**src/rtl/cdt_pkg.sv**
```systemverilog
// Shared types, constants and base-60 arithmetic helpers for the countdown timer.
`default_nettype none

package cdt_pkg;

    localparam int TIME_BITS    = 32;
    localparam int TGT_BITS     = 12;
    localparam int DIGIT_BITS   = 6;
    localparam int BASE60       = 60;

    localparam int DEFAULT_TARGET = 300;
    localparam int DEFAULT_MIN    = (DEFAULT_TARGET / BASE60) % BASE60;
    localparam int DEFAULT_SEC    = DEFAULT_TARGET % BASE60;

    // reciprocal of 60 scaled by 2^18, exact for 12-bit dividends
    localparam int RECIP60_SHIFT12 = 18;
    localparam int RECIP60_MUL12   = (1 << RECIP60_SHIFT12) / BASE60 + 1;
    // reciprocal of 60 scaled by 2^20, exact for 14-bit dividends
    localparam int RECIP60_SHIFT14 = 20;
    localparam int RECIP60_MUL14   = (1 << RECIP60_SHIFT14) / BASE60 + 1;

    // offset-binary bias: signed delta d = u - 2^31, and -2^31 mod 60
    localparam int ENC_BIAS = BASE60 - int'(64'd2147483648 % 64'd60);

    typedef logic [TIME_BITS-1:0]  time_t;
    typedef logic [TGT_BITS-1:0]   tgt_t;
    typedef logic [DIGIT_BITS-1:0] digit_t;

    typedef struct packed {
        logic               double_click;
        logic               single_click;
        logic [31:0]        now_seconds;
        logic               first_half;
        logic signed [31:0] encoder_count;
    } poll_t;

    typedef struct packed {
        logic [5:0] minute_digit;
        logic [5:0] second_digit;
        logic       show_colon;
        logic       display_changed;
        logic       in_set_mode;
        logic       editing_minutes;
        logic       countdown_paused;
        logic       buzz_click;
        logic       buzz_done;
        logic       vib_mode_switch;
        logic       vib_step;
        logic       vib_done;
    } status_t;

    // floor(x / 60) for a 12-bit value; result at most 68
    function automatic logic [6:0] quot60(input tgt_t x);
        logic [24:0] p;
        p = 25'(x) * 25'(RECIP60_MUL12);
        return p[24:18];
    endfunction

    // x - 60*q for a 12-bit value and its quotient
    function automatic digit_t rem60(input tgt_t x, input logic [6:0] q);
        logic [12:0] prod;
        prod = ({6'b0, q} << 6) - ({6'b0, q} << 2);
        return DIGIT_BITS'(x - prod[11:0]);
    endfunction

    // q mod 60 for q below 120
    function automatic digit_t wrap60(input logic [6:0] q);
        logic [6:0] t;
        t = (q >= 7'(BASE60)) ? q - 7'(BASE60) : q;
        return DIGIT_BITS'(t);
    endfunction

    // x mod 60 for a 14-bit value
    function automatic digit_t mod60_14(input logic [13:0] x);
        logic [28:0] p;
        logic [8:0]  q;
        logic [13:0] prod;
        p    = 29'(x) * 29'(RECIP60_MUL14);
        q    = p[28:20];
        prod = 14'({q, 6'b0}) - 14'({q, 2'b0});
        return DIGIT_BITS'(x - prod);
    endfunction

    // (base + signed delta) mod 60, floor convention; 256^k = 16 (mod 60)
    function automatic digit_t add_mod60(input digit_t base, input logic [31:0] delta);
        logic [31:0] u;
        logic [9:0]  hi;
        logic [13:0] sum;
        u   = delta ^ 32'h8000_0000;
        hi  = 10'(u[15:8]) + 10'(u[23:16]) + 10'(u[31:24]);
        sum = {hi, 4'b0} + 14'(u[7:0]) + 14'(base) + 14'(ENC_BIAS);
        return mod60_14(sum);
    endfunction

endpackage

`default_nettype wire

```
**src/rtl/cdt_poll_if.sv**
```systemverilog
// Poll channel interface: valid/ready with one poll item.
`default_nettype none

interface cdt_poll_if
    import cdt_pkg::*;
();
    logic  valid;
    logic  ready;
    poll_t data;

    modport source (output valid, output data, input ready);
    modport sink   (input valid, input data, output ready);
endinterface

`default_nettype wire

```
**src/rtl/cdt_status_if.sv**
```systemverilog
// Status channel interface: valid/ready with one display/status item.
`default_nettype none

interface cdt_status_if
    import cdt_pkg::*;
();
    logic    valid;
    logic    ready;
    status_t data;

    modport source (output valid, output data, input ready);
    modport sink   (input valid, input data, output ready);
endinterface

`default_nettype wire

```
**src/rtl/cdt_core.sv**
```systemverilog
// Timer state registers and the per-poll next-state and status logic.
`default_nettype none

module cdt_core
    import cdt_pkg::*;
(
    input  wire logic    clk,
    input  wire logic    rst_n,
    input  wire logic    cfg_we,
    input  wire tgt_t    cfg_wdata,
    input  wire logic    step,
    input  wire poll_t   item,
    output status_t      res
);

    logic        set_reg, set_next;
    tgt_t        tgt_reg, tgt_next;
    digit_t      mv_reg, mv_next;
    digit_t      sv_reg, sv_next;
    logic        col_reg, col_next;
    logic        pau_reg, pau_next;
    logic        fr_reg, fr_next;
    time_t       rb_reg, rb_next;
    time_t       ps_reg, ps_next;
    logic        em_reg, em_next;
    digit_t      ebm_reg, ebm_next;
    digit_t      ebs_reg, ebs_next;
    logic [31:0] encb_reg, encb_next;
    logic        tv_reg, tv_next;

    time_t       now_t;
    time_t       elapsed;
    tgt_t        remain;
    logic [6:0]  tgt_q, rem_q;
    digit_t      tgt_min, tgt_sec, rem_sec, rem_min, edit_val;
    logic [31:0] enc;
    logic        dbl, clk_ev;
    logic        changed, bclick, bdone, vstep;

    always_comb
    begin
        now_t   = TIME_BITS'(item.now_seconds);
        enc     = $unsigned(item.encoder_count);
        dbl     = item.double_click;
        clk_ev  = item.single_click;

        tgt_q   = quot60(tgt_reg);
        tgt_min = wrap60(tgt_q);
        tgt_sec = rem60(tgt_reg, tgt_q);

        set_next  = set_reg;
        tgt_next  = tgt_reg;
        mv_next   = mv_reg;
        sv_next   = sv_reg;
        col_next  = col_reg;
        pau_next  = pau_reg;
        fr_next   = fr_reg;
        rb_next   = rb_reg;
        ps_next   = ps_reg;
        em_next   = em_reg;
        ebm_next  = ebm_reg;
        ebs_next  = ebs_reg;
        encb_next = encb_reg;
        tv_next   = tv_reg;
        changed   = 1'b0;
        bclick    = 1'b0;
        bdone     = 1'b0;
        vstep     = 1'b0;
        elapsed   = '0;
        remain    = '0;
        rem_q     = '0;
        rem_sec   = '0;
        rem_min   = '0;
        edit_val  = '0;

        if (!tv_reg)
        begin
            rb_next = now_t;
            ps_next = now_t;
            tv_next = 1'b1;
        end

        if (dbl)
        begin
            set_next = !set_reg;
            changed  = 1'b1;
            if (set_reg)
            begin
                // commit edited digits; the new target's digits are mv/sv themselves
                tgt_next = TGT_BITS'(TGT_BITS'(mv_reg) * TGT_BITS'(BASE60))
                         + TGT_BITS'(sv_reg);
                fr_next  = 1'b1;
                col_next = 1'b1;
                rb_next  = now_t;
                ps_next  = now_t;
                pau_next = 1'b1;
            end
            else
            begin
                em_next   = 1'b1;
                mv_next   = tgt_min;
                sv_next   = tgt_sec;
                fr_next   = 1'b1;
                col_next  = 1'b0;
                ebm_next  = tgt_min;
                ebs_next  = tgt_sec;
                encb_next = enc;
            end
        end

        if (!set_next)
        begin
            if (clk_ev)
            begin
                pau_next = !pau_next;
                if (pau_next)
                    ps_next = now_t;
                else
                    rb_next = rb_next + (now_t - ps_next);
                bclick = 1'b1;
            end

            if (!(pau_next && !fr_next))
            begin
                if (!tv_reg || dbl)
                    elapsed = '0;
                else if (clk_ev && !pau_next)
                    elapsed = ps_reg - rb_reg;
                else
                    elapsed = now_t - rb_reg;

                if (fr_next || (item.first_half != col_next))
                begin
                    col_next = item.first_half;
                    changed  = 1'b1;
                end

                remain  = tgt_reg - elapsed[TGT_BITS-1:0];
                rem_q   = quot60(remain);
                rem_sec = rem60(remain, rem_q);
                rem_min = wrap60(rem_q);

                if (elapsed > TIME_BITS'(tgt_reg))
                begin
                    bdone    = 1'b1;
                    fr_next  = 1'b1;
                    col_next = 1'b1;
                    mv_next  = tgt_min;
                    sv_next  = tgt_sec;
                    rb_next  = now_t;
                    ps_next  = now_t;
                    pau_next = 1'b1;
                end
                else
                begin
                    // after a commit the digits already match the new target
                    if (!dbl && (fr_next || rem_sec != sv_reg))
                    begin
                        sv_next = rem_sec;
                        if (fr_next || rem_sec == DIGIT_BITS'(BASE60 - 1))
                            mv_next = rem_min;
                    end
                    fr_next = 1'b0;
                end
            end
        end
        else
        begin
            if (clk_ev)
            begin
                em_next   = !em_next;
                fr_next   = 1'b1;
                col_next  = 1'b0;
                ebm_next  = mv_next;
                ebs_next  = sv_next;
                encb_next = enc;
                bclick    = 1'b1;
            end

            // a fresh encoder base gives zero delta, so no step on those polls
            edit_val = add_mod60(em_reg ? ebm_reg : ebs_reg, enc - encb_reg);
            if (!dbl && !clk_ev)
            begin
                if (em_reg)
                begin
                    if (edit_val != mv_reg)
                    begin
                        mv_next = edit_val;
                        changed = 1'b1;
                        vstep   = 1'b1;
                    end
                end
                else if (edit_val != sv_reg)
                begin
                    sv_next = edit_val;
                    changed = 1'b1;
                    vstep   = 1'b1;
                end
            end
            fr_next = 1'b0;
        end

        res.minute_digit     = mv_next;
        res.second_digit     = sv_next;
        res.show_colon       = col_next;
        res.display_changed  = changed;
        res.in_set_mode      = set_next;
        res.editing_minutes  = set_next & em_next;
        res.countdown_paused = pau_next;
        res.buzz_click       = bclick;
        res.buzz_done        = bdone;
        res.vib_mode_switch  = dbl;
        res.vib_step         = vstep;
        res.vib_done         = bdone;
    end

    always_ff @(posedge clk or negedge rst_n)
    begin
        if (!rst_n)
        begin
            set_reg  <= 1'b0;
            tgt_reg  <= TGT_BITS'(DEFAULT_TARGET);
            mv_reg   <= DIGIT_BITS'(DEFAULT_MIN);
            sv_reg   <= DIGIT_BITS'(DEFAULT_SEC);
            col_reg  <= 1'b1;
            pau_reg  <= 1'b1;
            fr_reg   <= 1'b1;
            rb_reg   <= '0;
            ps_reg   <= '0;
            em_reg   <= 1'b1;
            ebm_reg  <= '0;
            ebs_reg  <= '0;
            encb_reg <= '0;
            tv_reg   <= 1'b0;
        end
        else if (cfg_we)
        begin
            // in display mode, display digits get reloaded by the forced refresh on the next poll
            tgt_reg <= cfg_wdata;
            if (!set_reg)
                fr_reg <= 1'b1;
        end
        else if (step)
        begin
            set_reg  <= set_next;
            tgt_reg  <= tgt_next;
            mv_reg   <= mv_next;
            sv_reg   <= sv_next;
            col_reg  <= col_next;
            pau_reg  <= pau_next;
            fr_reg   <= fr_next;
            rb_reg   <= rb_next;
            ps_reg   <= ps_next;
            em_reg   <= em_next;
            ebm_reg  <= ebm_next;
            ebs_reg  <= ebs_next;
            encb_reg <= encb_next;
            tv_reg   <= tv_next;
        end
    end

endmodule

`default_nettype wire

```
**src/rtl/countdown_timer_mm_ss_top.sv**
```systemverilog
// Top level of the minutes:seconds countdown timer: poll register, core, status register.
//
//  channel    dir   handshake          payload
//  poll       in    valid/ready        clicks, now_seconds, first_half, encoder_count
//  status     out   valid/ready        digits, colon, mode and pulse flags
//  cfg        in    cfg_we             cfg_wdata = default_target_seconds
//
//  One poll per cycle while status.ready holds; each poll goes via the poll and status registers.
//  The poll register feeds the core, whose state and result update in the same cycle.
//  Reset: display mode, paused, 300 s target; first poll sets the time base.
//  A stalled status register holds the poll register; poll.ready drops only when both are full.
`default_nettype none

module countdown_timer_mm_ss_top
    import cdt_pkg::*;
(
    input  wire logic     clk,
    input  wire logic     rst_n,
    cdt_poll_if.sink      poll,
    cdt_status_if.source  status,
    input  wire logic     cfg_we,
    input  wire tgt_t     cfg_wdata
);

    logic    in_v_reg, in_v_next;
    poll_t   in_d_reg;
    logic    out_v_reg, out_v_next;
    status_t out_d_reg;
    status_t res;
    logic    adv;

    assign adv        = in_v_reg && (!out_v_reg || status.ready);
    assign poll.ready = !in_v_reg || adv;

    always_comb
    begin
        in_v_next = in_v_reg;
        if (poll.valid && poll.ready)
            in_v_next = 1'b1;
        else if (adv)
            in_v_next = 1'b0;

        out_v_next = out_v_reg;
        if (adv)
            out_v_next = 1'b1;
        else if (status.ready)
            out_v_next = 1'b0;
    end

    always_ff @(posedge clk or negedge rst_n)
    begin
        if (!rst_n)
        begin
            in_v_reg  <= 1'b0;
            out_v_reg <= 1'b0;
        end
        else
        begin
            in_v_reg  <= in_v_next;
            out_v_reg <= out_v_next;
        end
    end

    always_ff @(posedge clk)
    begin
        if (poll.valid && poll.ready)
            in_d_reg <= poll.data;
        if (adv)
            out_d_reg <= res;
    end

    cdt_core u_core (
        .clk       (clk),
        .rst_n     (rst_n),
        .cfg_we    (cfg_we),
        .cfg_wdata (cfg_wdata),
        .step      (adv),
        .item      (in_d_reg),
        .res       (res)
    );

    assign status.valid = out_v_reg;
    assign status.data  = out_d_reg;

`ifndef SYNTHESIS
    a_no_overrun: assert property (@(posedge clk) disable iff (!rst_n)
        in_v_reg && out_v_reg && !status.ready |-> !poll.ready)
        else $error("poll accepted while both stages are full");

    a_out_from_in: assert property (@(posedge clk) disable iff (!rst_n)
        $rose(out_v_reg) |-> $past(in_v_reg))
        else $error("status produced without a held poll");

    a_done_paused: assert property (@(posedge clk) disable iff (!rst_n)
        out_v_reg && out_d_reg.buzz_done |->
            out_d_reg.countdown_paused && !out_d_reg.in_set_mode)
        else $error("expiry must reload paused in display mode");

    a_step_in_set: assert property (@(posedge clk) disable iff (!rst_n)
        out_v_reg && out_d_reg.vib_step |-> out_d_reg.in_set_mode && out_d_reg.display_changed)
        else $error("set step outside set mode");
`endif

endmodule

`default_nettype wire
```
**src/flat_wrapper.sv**
```systemverilog
// flat-port wrapper written by rule: the top's interface ports become plain ports
module countdown_timer_mm_ss_top_flat import cdt_pkg::*;
  (clk, rst_n, cfg_we, cfg_wdata, poll_valid, poll_data, poll_ready, status_valid, status_data, status_ready);
  cdt_poll_if poll_i ();
  cdt_status_if status_i ();
  input  wire logic clk;
  input  wire logic rst_n;
  input  wire logic cfg_we;
  input  wire tgt_t cfg_wdata;
  input wire logic [$bits(poll_i.valid)-1:0] poll_valid;
  input wire logic [$bits(poll_i.data)-1:0] poll_data;
  output wire logic [$bits(poll_i.ready)-1:0] poll_ready;
  output wire logic [$bits(status_i.valid)-1:0] status_valid;
  output wire logic [$bits(status_i.data)-1:0] status_data;
  input wire logic [$bits(status_i.ready)-1:0] status_ready;
  assign poll_i.valid = poll_valid;
  assign poll_i.data = poll_data;
  assign poll_ready = poll_i.ready;
  assign status_valid = status_i.valid;
  assign status_data = status_i.data;
  assign status_i.ready = status_ready;
  countdown_timer_mm_ss_top u_core (.clk(clk), .rst_n(rst_n), .poll(poll_i), .status(status_i), .cfg_we(cfg_we), .cfg_wdata(cfg_wdata));
endmodule
```
**config.mk**
```make
export PLATFORM = sky130hd
export DESIGN_NAME = countdown_timer_mm_ss_top_flat
export DESIGN_NICKNAME = d
export VERILOG_FILES = /design/src/rtl/cdt_pkg.sv /design/src/rtl/cdt_poll_if.sv /design/src/rtl/cdt_status_if.sv /design/src/rtl/cdt_core.sv /design/src/rtl/countdown_timer_mm_ss_top.sv /design/src/flat_wrapper.sv
export SDC_FILE = /design/constraint.sdc
export NUM_CORES = 1
export LEC_CHECK = 0
export BUFFER_PORTS_ARGS = -buffer_cell sky130_fd_sc_hd__buf_2
export CAP_MARGIN = 20
export CORE_AREA = 2 2 229 186
export DETAILED_ROUTE_END_ITERATION = 10
export DIE_AREA = 0 0 231 188
export PLACE_DENSITY = 0.77
export RECOVER_POWER = 50
export SYNTH_ARGS = -nofsm -noshare
export SYNTH_HDL_FRONTEND = slang
export SYNTH_SLANG_ARGS = --single-unit
```
**constraint.sdc**
```tcl
create_clock -name clk -period 26.8 [get_ports clk]
set_clock_uncertainty 0.1 [all_clocks]
set_input_delay 4.02 -clock clk [delete_from_list [all_inputs] [get_ports clk]]
set_output_delay 4.02 -clock clk [all_outputs]
set_load 0.005 [all_outputs]
```
## After elaboration in Yosys (flattened, before gate mapping)

Cells that the tools add are included.

| storage, ports and cells | value |
|---|---|
| bits in latches | 0 |
| ROM bits | 0 |
| bits in registers | 228 |
| memories kept | 0 |
| output and inout bits | 24 |
| input bits | 84 |
| RAM bits | 0 |

| cells by class | value |
|---|---|
| reductions and logical operators | 32 |
| divide/modulo/power cells | 0 |
| bitwise logic cells | 3 |
| $mul | 4 |
| shift operators | 0 |
| order comparisons | 3 |
| $add $sub $neg | 20 |
| multiplexer cells | 100 |
| equality and inequality tests | 6 |

Operators by type and width:

| kind | count |
|---|---|
| $mux W32 | 24 |
| $mux W6 | 30 |
| $sub A32 B32 Y32 | 4 |
| $mul A12 B12 Y24 const B | 2 |
| $mux W12 | 4 |
| $mux W1 | 42 |
| $add A32 B32 Y32 | 1 |
| $gt A32 B12 Y1 | 1 |
| $mul A14 B15 Y24 const B | 1 |
| $ne A6 B6 Y1 | 3 |
| $sub A1 B6 Y6 const A | 3 |
| $sub A6 B6 Y6 | 3 |
| $add A14 B6 Y14 | 1 |
| $add A14 B6 Y14 const B | 1 |
| $add A14 B8 Y14 | 1 |
| $ge A7 B6 Y1 const B | 2 |
| $add A12 B6 Y12 | 1 |
| $sub A12 B12 Y12 | 1 |
| $sub A6 B6 Y6 const B | 2 |
| $add A9 B8 Y10 | 1 |
| $logic_not A1 Y1 | 10 |
| $mul A6 B4 Y10 const B | 1 |
| $reduce_bool A2 Y1 | 5 |
| $add A8 B8 Y9 | 1 |
| other kinds (10) | 23 |

## Longest topological paths before layout

Gate-level depths: netlist of the first run.

| logic depth | value |
|---|---|
| word-level depth | 22 |
| gate-level depth with buffers | 61 |
| depth with buffers taken out | 60 |

## By module

From an unflattened synthesis of the first run, not the netlist that was laid out.

| second synthesis, totals | value |
|---|---|
| cell total of the unflattened synthesis | 2712 |
| area total of the unflattened synthesis | 24648.6 um2 |

Modules (own cells, without submodules):

| module | cells each | area each (um2) | instances |
|---|---|---|---|
| cdt_core | 2615 | 21872.2 | 1 |
| countdown_timer_mm_ss_top | 97 | 2776.4 | 1 |

## Least setup slack after synthesis of the first run

Ideal clock, no wire load.

| timing path | value |
|---|---|
| path kind | flip-flop to flip-flop |
| from | register u_core.u_core.encb_reg[1] |
| to | register u_core.out_d_reg, in the netlist u_core.status.data[20], data pin |
| period minus slack after synthesis | 12.057 ns |
| data required time | 26.436 ns |
| path buffers | 1 |
| path slack | 14.743 ns |
| arrival | 11.693 ns |
| setup time | 0.264 ns |
| cell stages (with the launch flop) | 58 |
| cell sequence | dfrtp_1 > inv_1 > ha_1 > nor2b_1 > o21a_1 > o21ai_0 > a21oi_1 > o31a_1 > o311a_1 > o31ai_1 > nor2b_1 > o21ai_0 > a31oi_1 > xnor2_1 > fa_1 > ha_1 > inv_1 > fa_1 > (+22 left out) > nor2_1 > a211oi_1 > a21oi_1 > nand2b_1 > a21oi_1 > ha_1 > a21o_1 > a21oi_1 > xnor2_1 > xnor2_1 > xnor2_1 > mux2_2 > and3_1 > clkbuf_1 > nor2_1 > a21oi_1 > a21boi_0 > nand2_1 |

RTL lines:

| element | RTL line | source |
|---|---|---|
| start: declaration | cdt_core.sv:28 | `logic [31:0] encb_reg, encb_next;` |
| start signal: assignment | cdt_core.sv:257 | `encb_reg <= encb_next;` |
| end signal: assignment | countdown_timer_mm_ss_top.sv:69 | `out_d_reg <= res;` |
| end: declaration | countdown_timer_mm_ss_top.sv:28 | `status_t out_d_reg;` |

==> summary.md, run 1 <==
| Metric | Value |
|---|---|
| Outcome | `finished with violations` |
| Failing checks | `max-capacitance violations, max-slew violations` |
| Slew Viols, Final | `174` |
| Max FFs per register | `67` |
| Max Buffers Root-to-Sink | `3` |
| Initial antenna violation count | `0` |
| Levels on crit path | `56` |
| Core Region | `41200 µm²` |
| Buffers on Ports | `107` |
| Layout fillers | `3465` |
| Mapped Cells | `2765` |
| Most frequent cells in the layout | `ha_1, inv_1, nand2_1, a21oi_1, o21ai_0` |
| Worst path max stage delay | `0.51 ns` |
| Ys Warns | `0` |
| Worst Path Required | `27.00 ns` |
| Clk_lat worst skew | `0.59 ns` |
| Primary FF master, synth | `dfrtp_1` |
| Fraction of layout cells with a size suffix above 1 | `7.46%` |
| HP Class | `flip-flop to flip-flop` |
| Post-DP HPWL | `50500 µm` |
| Residual DRC count | `0` |
| CP Capture Type | `flip-flop` |
| Worst path buffer plus inverter count | `7` |
| Clk sinks | `228` |
| Router iterations before antenna repair | `6` |
| Antenna cells | `0` |
| Yosys reg bits | `228` |
| Vias | `20800` |
| Gates resized, CTS repair | `0` |
| Asr flop ratio synth | `61.4%` |
| Via density per instance | `6.14` |
| Hold Fails Final Rpt | `0` |
| Mapped cell area | `24400 µm²` |
| Area Growth Syn to Fin | `7.70%` |
| CTS tree | `built` |
| Mean area per synthesized cell | `8.82 µm²` |
| Chip Height | `188 µm` |
| Worst Setup SP | `u_core.u_core.encb_reg[1]` |
| Starting Density | `59.1%` |
| First-pass GRT wire length | `106000 µm` |
| Detailed Route WL | `66100 µm` |
| Num CTS Buffers | `26` |
| Number of synthesized flops with an enable pin | `88` |
| Crit Path Category | `flip-flop to flip-flop` |
| Root buf cell | `clkbuf_16` |
| H-tree depth | `1` |
| Final setup viols | `0` |
| Worst Path Arrival | `13.69 ns` |
| Fin nets | `3369` |
| Vias in the first global route | `20500` |
| Clk pin slew, worst setup/hold paths | `0.06 ns` |
| Reg-to-Reg Start | `u_core.u_core.encb_reg[1]` |
| RePlAce Congestion | `0.978` |
| Max-cap violation count | `4` |
| Hold buffers post-CTS | `0` |
| Crit path max fanout | `8` |
| Slowest cell on the critical path | `fa_1` |
| Fmax | `74.1 MHz` |
| Io pins | `108` |
| Tcrit/Tclk final | `50.3%` |
| Max_slew headroom | `-225%` |
| Multi-input gate area | `16600 µm²` |
| Largest net degree at the start of global routing | `77` |
| CP delay by family, top | `compound AO/OA/AOI/OAI gates` |
| Final critical-path required period | `13.49 ns` |
| Critical Path End | `u_core.status.data[20]` |
| Die Area | `43400 µm²` |
| Syn_nets | `3311` |
| Critical Path Source Type | `flip-flop` |
| Synth unique cells | `94` |
| RSZ-0062 raised after global routing | `false` |
| Chip Width | `231 µm` |
| Global Route Usage Sum | `30.4%` |
| Site Rows | `67` |
| Reg2Reg Depth | `56` |
| Setup TNS | `0 ns` |
| Post-CTS Repair Setup Buffers | `0` |
| Capturing point of the worst reg2reg path | `u_core.status.data[20]` |
| Area occupied by registers | `6160 µm²` |
| Least-Margin Pin Slew | `4.87 ns` |
| WL/cell | `19.5 µm` |
| GR Overflow Total | `0` |
| Crit path top cell by count | `ha_1` |
| Reg2Reg Setup Slack | `13.31 ns` |
| Post-DRT Antenna Nets | `0` |
| Sequential area share after synthesis | `25.2%` |
| Commonest non-fill, non-tap cell in the layout | `ha_1` |
| First DRT Iteration DRCs | `1586` |
==> synth_stat cells, types with 45 or more instances <==
master / number / area share, %
nand2_1: 236 / 3.6
ha_1: 369 / 19
xnor2_1: 104 / 3.7
nor2_1: 152 / 2.3
xor2_1: 53 / 1.9
a21oi_1: 203 / 4.2
edfxtp_1: 88 / 11
nand3_1: 45 / 0.92
o21ai_0: 186 / 3.8
dfrtp_1: 130 / 13
clkbuf_1: 72 / 1.1
inv_1: 347 / 5.3
a21o_1: 75 / 2.3
fa_1: 93 / 7.6
==> area by class of cell <==
type,instances,area share (%)
multi-input combinational,2094,63.0
inverter,348,4.97
timing repair buffer,125,2.48
sequential,228,23.4
clock buffer,34,2.71
tap,552,2.63
clock inverter,14,0.748
==> how the worst min path moves through the flow <==
stage,cells after the start,to,slack [ns],start
2_1_floorplan,2,u_core.u_core.encb_reg[10],0.36,u_core.in_d_reg[10]
3_3_place_gp,1,u_core.status.valid,0.37,u_core.in_v_reg
3_5_place_dp,1,u_core.u_core.ps_reg[3],0.38,u_core.in_d_reg[36]
4_1_cts,1,u_core.u_core.ps_reg[4],0.38,u_core.in_d_reg[37]
5_1_grt,1,u_core.u_core.ps_reg[4],0.41,u_core.in_d_reg[37]
6_report,1,u_core.u_core.ps_reg[7],0.39,u_core.in_d_reg[40]
==> metal layers <==
| layer | share of wire, % | routed length [µm] | global-route usage (%) | vias up |
|---|---|---|---|---|
| met2 | 45 | 29700 | 48.6 | 819 |
| li1 | - | - | - | 9867 |
| met5 | 0 | 0 | 0 | - |
| met1 | 44 | 29400 | 43.4 | 10000 |
| met4 | 2.8 | 1820 | 8.39 | 0 |
| met3 | 7.8 | 5170 | 3.77 | 126 |
==> logic make-up (layout without fill, tap and decap cells) <==
logic type	Yosys count	count (layout)	synth area share [%]
compound gates	756	756	19.8
simple gates	645	645	12.5
fa+ha+maj	462	462	26.6
buf+inv	443	521	6.96
flops	228	228	25.2
xor+xnor	157	157	5.64
mux	74	74	3.25
==> stage by stage <==
stage	hold WS [ns]	utilization, %	instances	setup slack (ns)	area (µm²)
floorplan	0.356	-	2765	14.74	24400
global placement	0.366	61.6	3346	13.85	25400
detailed placement	0.377	61.6	3346	13.46	25400
CTS	0.379	63.8	3394	13.40	26300
global route	0.411	63.7	3395	12.38	26300
finish	0.386	63.7	3395	13.31	26300
Power of run 1 is not shown: default switching activity piles up to over one toggle a cycle in this logic, so the estimate is an artifact.
==> run 2, diff against run 1 <==
--- a/config.mk
+++ b/config.mk
@@ -7,10 +7,10 @@
 export LEC_CHECK = 0
 export BUFFER_PORTS_ARGS = -buffer_cell sky130_fd_sc_hd__buf_2
 export CAP_MARGIN = 20
-export CORE_AREA = 2 2 229 186
+export CORE_AREA = 2 2 233 189
 export DETAILED_ROUTE_END_ITERATION = 10
-export DIE_AREA = 0 0 231 188
-export PLACE_DENSITY = 0.77
+export DIE_AREA = 0 0 235 191
+export PLACE_DENSITY = 0.78
 export RECOVER_POWER = 50
 export SYNTH_ARGS = -nofsm -noshare
 export SYNTH_HDL_FRONTEND = slang
==> constraint.sdc (replaced) <==
create_clock -name clk -period 10.9 [get_ports clk]
set_clock_uncertainty 0.1 [all_clocks]
set_input_delay 1.635 -clock clk [delete_from_list [all_inputs] [get_ports clk]]
set_output_delay 1.635 -clock clk [all_outputs]
set_load 0.005 [all_outputs]
==> run 2 against run 1 <==
Against the previous run:
- the run ends with max-capacitance violations, max-slew violations, negative setup slack left
- wire length is 5.3% higher
- core utilization is 1.3 points higher
- die area is 3.4% higher
- first-iteration DRC count is 28% higher
- global-route usage is 0.27 points higher
- final cell count is 3.7% higher
- critical endpoint unchanged
==> summary.md, run 2 (synthesis results as in run 1) <==
| Metric | Value |
|---|---|
| Outcome | `finished with violations` |
| Failing checks | `max-capacitance violations, max-slew violations, negative setup slack` |
| Final critical-path required period | `11.83 ns (-1.66 ns)` |
| Capturing point of the worst reg2reg path | `u_core.status.data[20]` |
| Clk pin slew, worst setup/hold paths | `0.06 ns (about the same)` |
| Router iterations before antenna repair | `8 (+2)` |
| Vias in the first global route | `21400 (+4.6%)` |
| Final setup viols | `26 (+26)` |
| Vias | `21400 (+2.6%)` |
| Via density per instance | `6.07 (-1.1%)` |
| Io pins | `108 (unchanged)` |
| Max FFs per register | `67 (unchanged)` |
| Worst Path Arrival | `12.03 ns (-1.66 ns)` |
| Buffers on Ports | `107 (unchanged)` |
| Fmax | `84.5 MHz (+14%)` |
| Crit path max fanout | `8 (unchanged)` |
| Post-DRT Antenna Nets | `0 (unchanged)` |
| Worst setup margin | `-0.929 ns (-14.24 ns)` |
| Site Rows | `68 (+1.5%)` |
| Fraction of layout cells with a size suffix above 1 | `13.8% (+6.4 points)` |
| Most frequent cells in the layout | `ha_1, inv_1, nand2_1, a21oi_1, o21ai_0` |
| Root buf cell | `clkbuf_16` |
| Crit Path Category | `flip-flop to flip-flop` |
| Worst path max stage delay | `0.52 ns (about the same)` |
| Starting Density | `57.2% (-1.9 points)` |
| Area occupied by registers | `6160 µm² (unchanged)` |
| Commonest non-fill, non-tap cell in the layout | `ha_1` |
| CP Capture Type | `flip-flop` |
| RSZ-0062 raised after global routing | `true` |
| Chip Height | `191 µm (+1.6%)` |
| Worst Setup SP | `u_core.u_core.encb_reg[1]` |
| Worst Path Required | `11.10 ns (-15.90 ns)` |
| Clk sinks | `228 (unchanged)` |
| GR Overflow Total | `0 (unchanged)` |
| Residual DRC count | `0 (unchanged)` |
| Slew Viols, Final | `150 (-14%)` |
| HP Class | `flip-flop to flip-flop` |
| Global Route Usage Sum | `30.6% (+0.27 points)` |
| Core Region | `42600 µm² (+3.3%)` |
| Critical Path End | `u_core.status.data[20]` |
| Final Instance Count excl. Fillers | `3522 (+3.7%)` |
| Area Growth Syn to Fin | `13.7%` |
| Placed insts | `3447 (+3.0%)` |
| Reg2Reg Setup Slack | `-0.93 ns (-14.24 ns)` |
| Num CTS Buffers | `28 (+7.7%)` |
| First-pass GRT wire length | `111000 µm (+4.7%)` |
| Chip Width | `235 µm (+1.7%)` |
| WL/cell | `19.8 µm (+1.5%)` |
| Reg2Reg Depth | `58 (+3.6%)` |
| Least-Margin Pin Slew | `4.99 ns (+0.117 ns)` |
| Fin nets | `3486 (+3.5%)` |
| Max Buffers Root-to-Sink | `3 (unchanged)` |
| Largest net degree at the start of global routing | `82 (+6.5%)` |
| Tcrit/Tclk final | `109% (+58 points)` |
| Detailed Route WL | `69600 µm (+5.3%)` |
| Die Area | `44900 µm² (+3.4%)` |
| First DRT Iteration DRCs | `2028 (+28%)` |
| Max-cap violation count | `2 (-2)` |
| Multi-input gate area | `17100 µm² (+3.0%)` |
| Reg-to-Reg Start | `u_core.u_core.encb_reg[1]` |
| Antenna cells | `0 (unchanged)` |
| Clk_lat worst skew | `0.62 ns (+0.03 ns)` |
| Post-DP HPWL | `52100 µm (+3.3%)` |
| Slowest cell on the critical path | `fa_1` |
| RePlAce Congestion | `0.956 (-2.2%)` |
| H-tree depth | `1 (unchanged)` |
| Critical Path Source Type | `flip-flop` |
| CTS tree | `built` |
| Hold Fails Final Rpt | `0 (unchanged)` |
| Layout fillers | `3435 (-0.87%)` |
| Max_slew headroom | `-233% (-8.0 points)` |
| Hold buffers post-CTS | `0 (unchanged)` |
| Initial antenna violation count | `0 (unchanged)` |
[run 2: worst min path at each step]
| stage | start | to | slack (ns) | cells past startpoint |
|---|---|---|---|---|
| floorplan | u_core.in_d_reg[10] | u_core.u_core.encb_reg[10] | 0.36 | 2 |
| global placement | u_core.in_v_reg | u_core.status.valid | 0.36 | 1 |
| detailed placement | u_core.in_d_reg[37] | u_core.u_core.ps_reg[4] | 0.38 | 1 |
| CTS | u_core.in_d_reg[37] | u_core.u_core.ps_reg[4] | 0.39 | 1 |
| global route | u_core.in_d_reg[37] | u_core.u_core.ps_reg[4] | 0.41 | 1 |
| finish | u_core.in_d_reg[40] | u_core.u_core.ps_reg[7] | 0.39 | 1 |
[run 2: layout make-up]
| class | count | share of cell area (%) |
|---|---|---|
| well taps | 560 | 2.53 |
| multi-input cells | 2094 | 61.5 |
| flip-flops and latches | 228 | 22.2 |
| clock inverters | 21 | 0.907 |
| clock buffers | 31 | 2.60 |
| inverters | 348 | 4.71 |
| repair buffers | 240 | 5.51 |
[run 2: stage by stage]
stage	setup TNS, ns	util (%)	setup WS (ns)	hold WS [ns]	instance area [µm²]
3_5_place_dp	-27.77	61.4	-1.21	0.377	26200
3_3_place_gp	-15.24	61.4	-0.752	0.364	26200
2_1_floorplan	-5.60	-	-0.349	0.356	24500
5_1_grt	-32.53	65.0	-1.34	0.411	27700
6_report	-21.93	65.0	-0.929	0.390	27700
4_1_cts	-15.24	64.6	-0.700	0.387	27500
[run 2: timing repair]
item | 4_1_cts | 5_1_grt
resized for setup | 47 | 40
buffers inserted | 18 | 5
pin swaps | 35 | 21
endpoints found under the setup margin | 26 | 26
[run 2: critical path, delay by kind of cell (launching register included)]
kind	cells	cell delay, ns
simple gates	8	0.97
compound gates	22	3.82
flops	1	0.40
mux	1	0.32
fa+ha+maj	14	4.48
buf+inv	9	0.76
xor+xnor	4	0.67
[run 2: metal layers]
| metal | global-route usage (%) | vias to the layer above | wire length [µm] |
|---|---|---|---|
| li1 | - | 10100 | - |
| met1 | 42.9 | 10300 | 30600 |
| met2 | 49.4 | 878 | 31400 |
| met3 | 4.14 | 160 | 5430 |
| met4 | 9.59 | 0 | 2120 |
| met5 | 0 | - | 0 |
Power of run 2 is left out for the same reason.
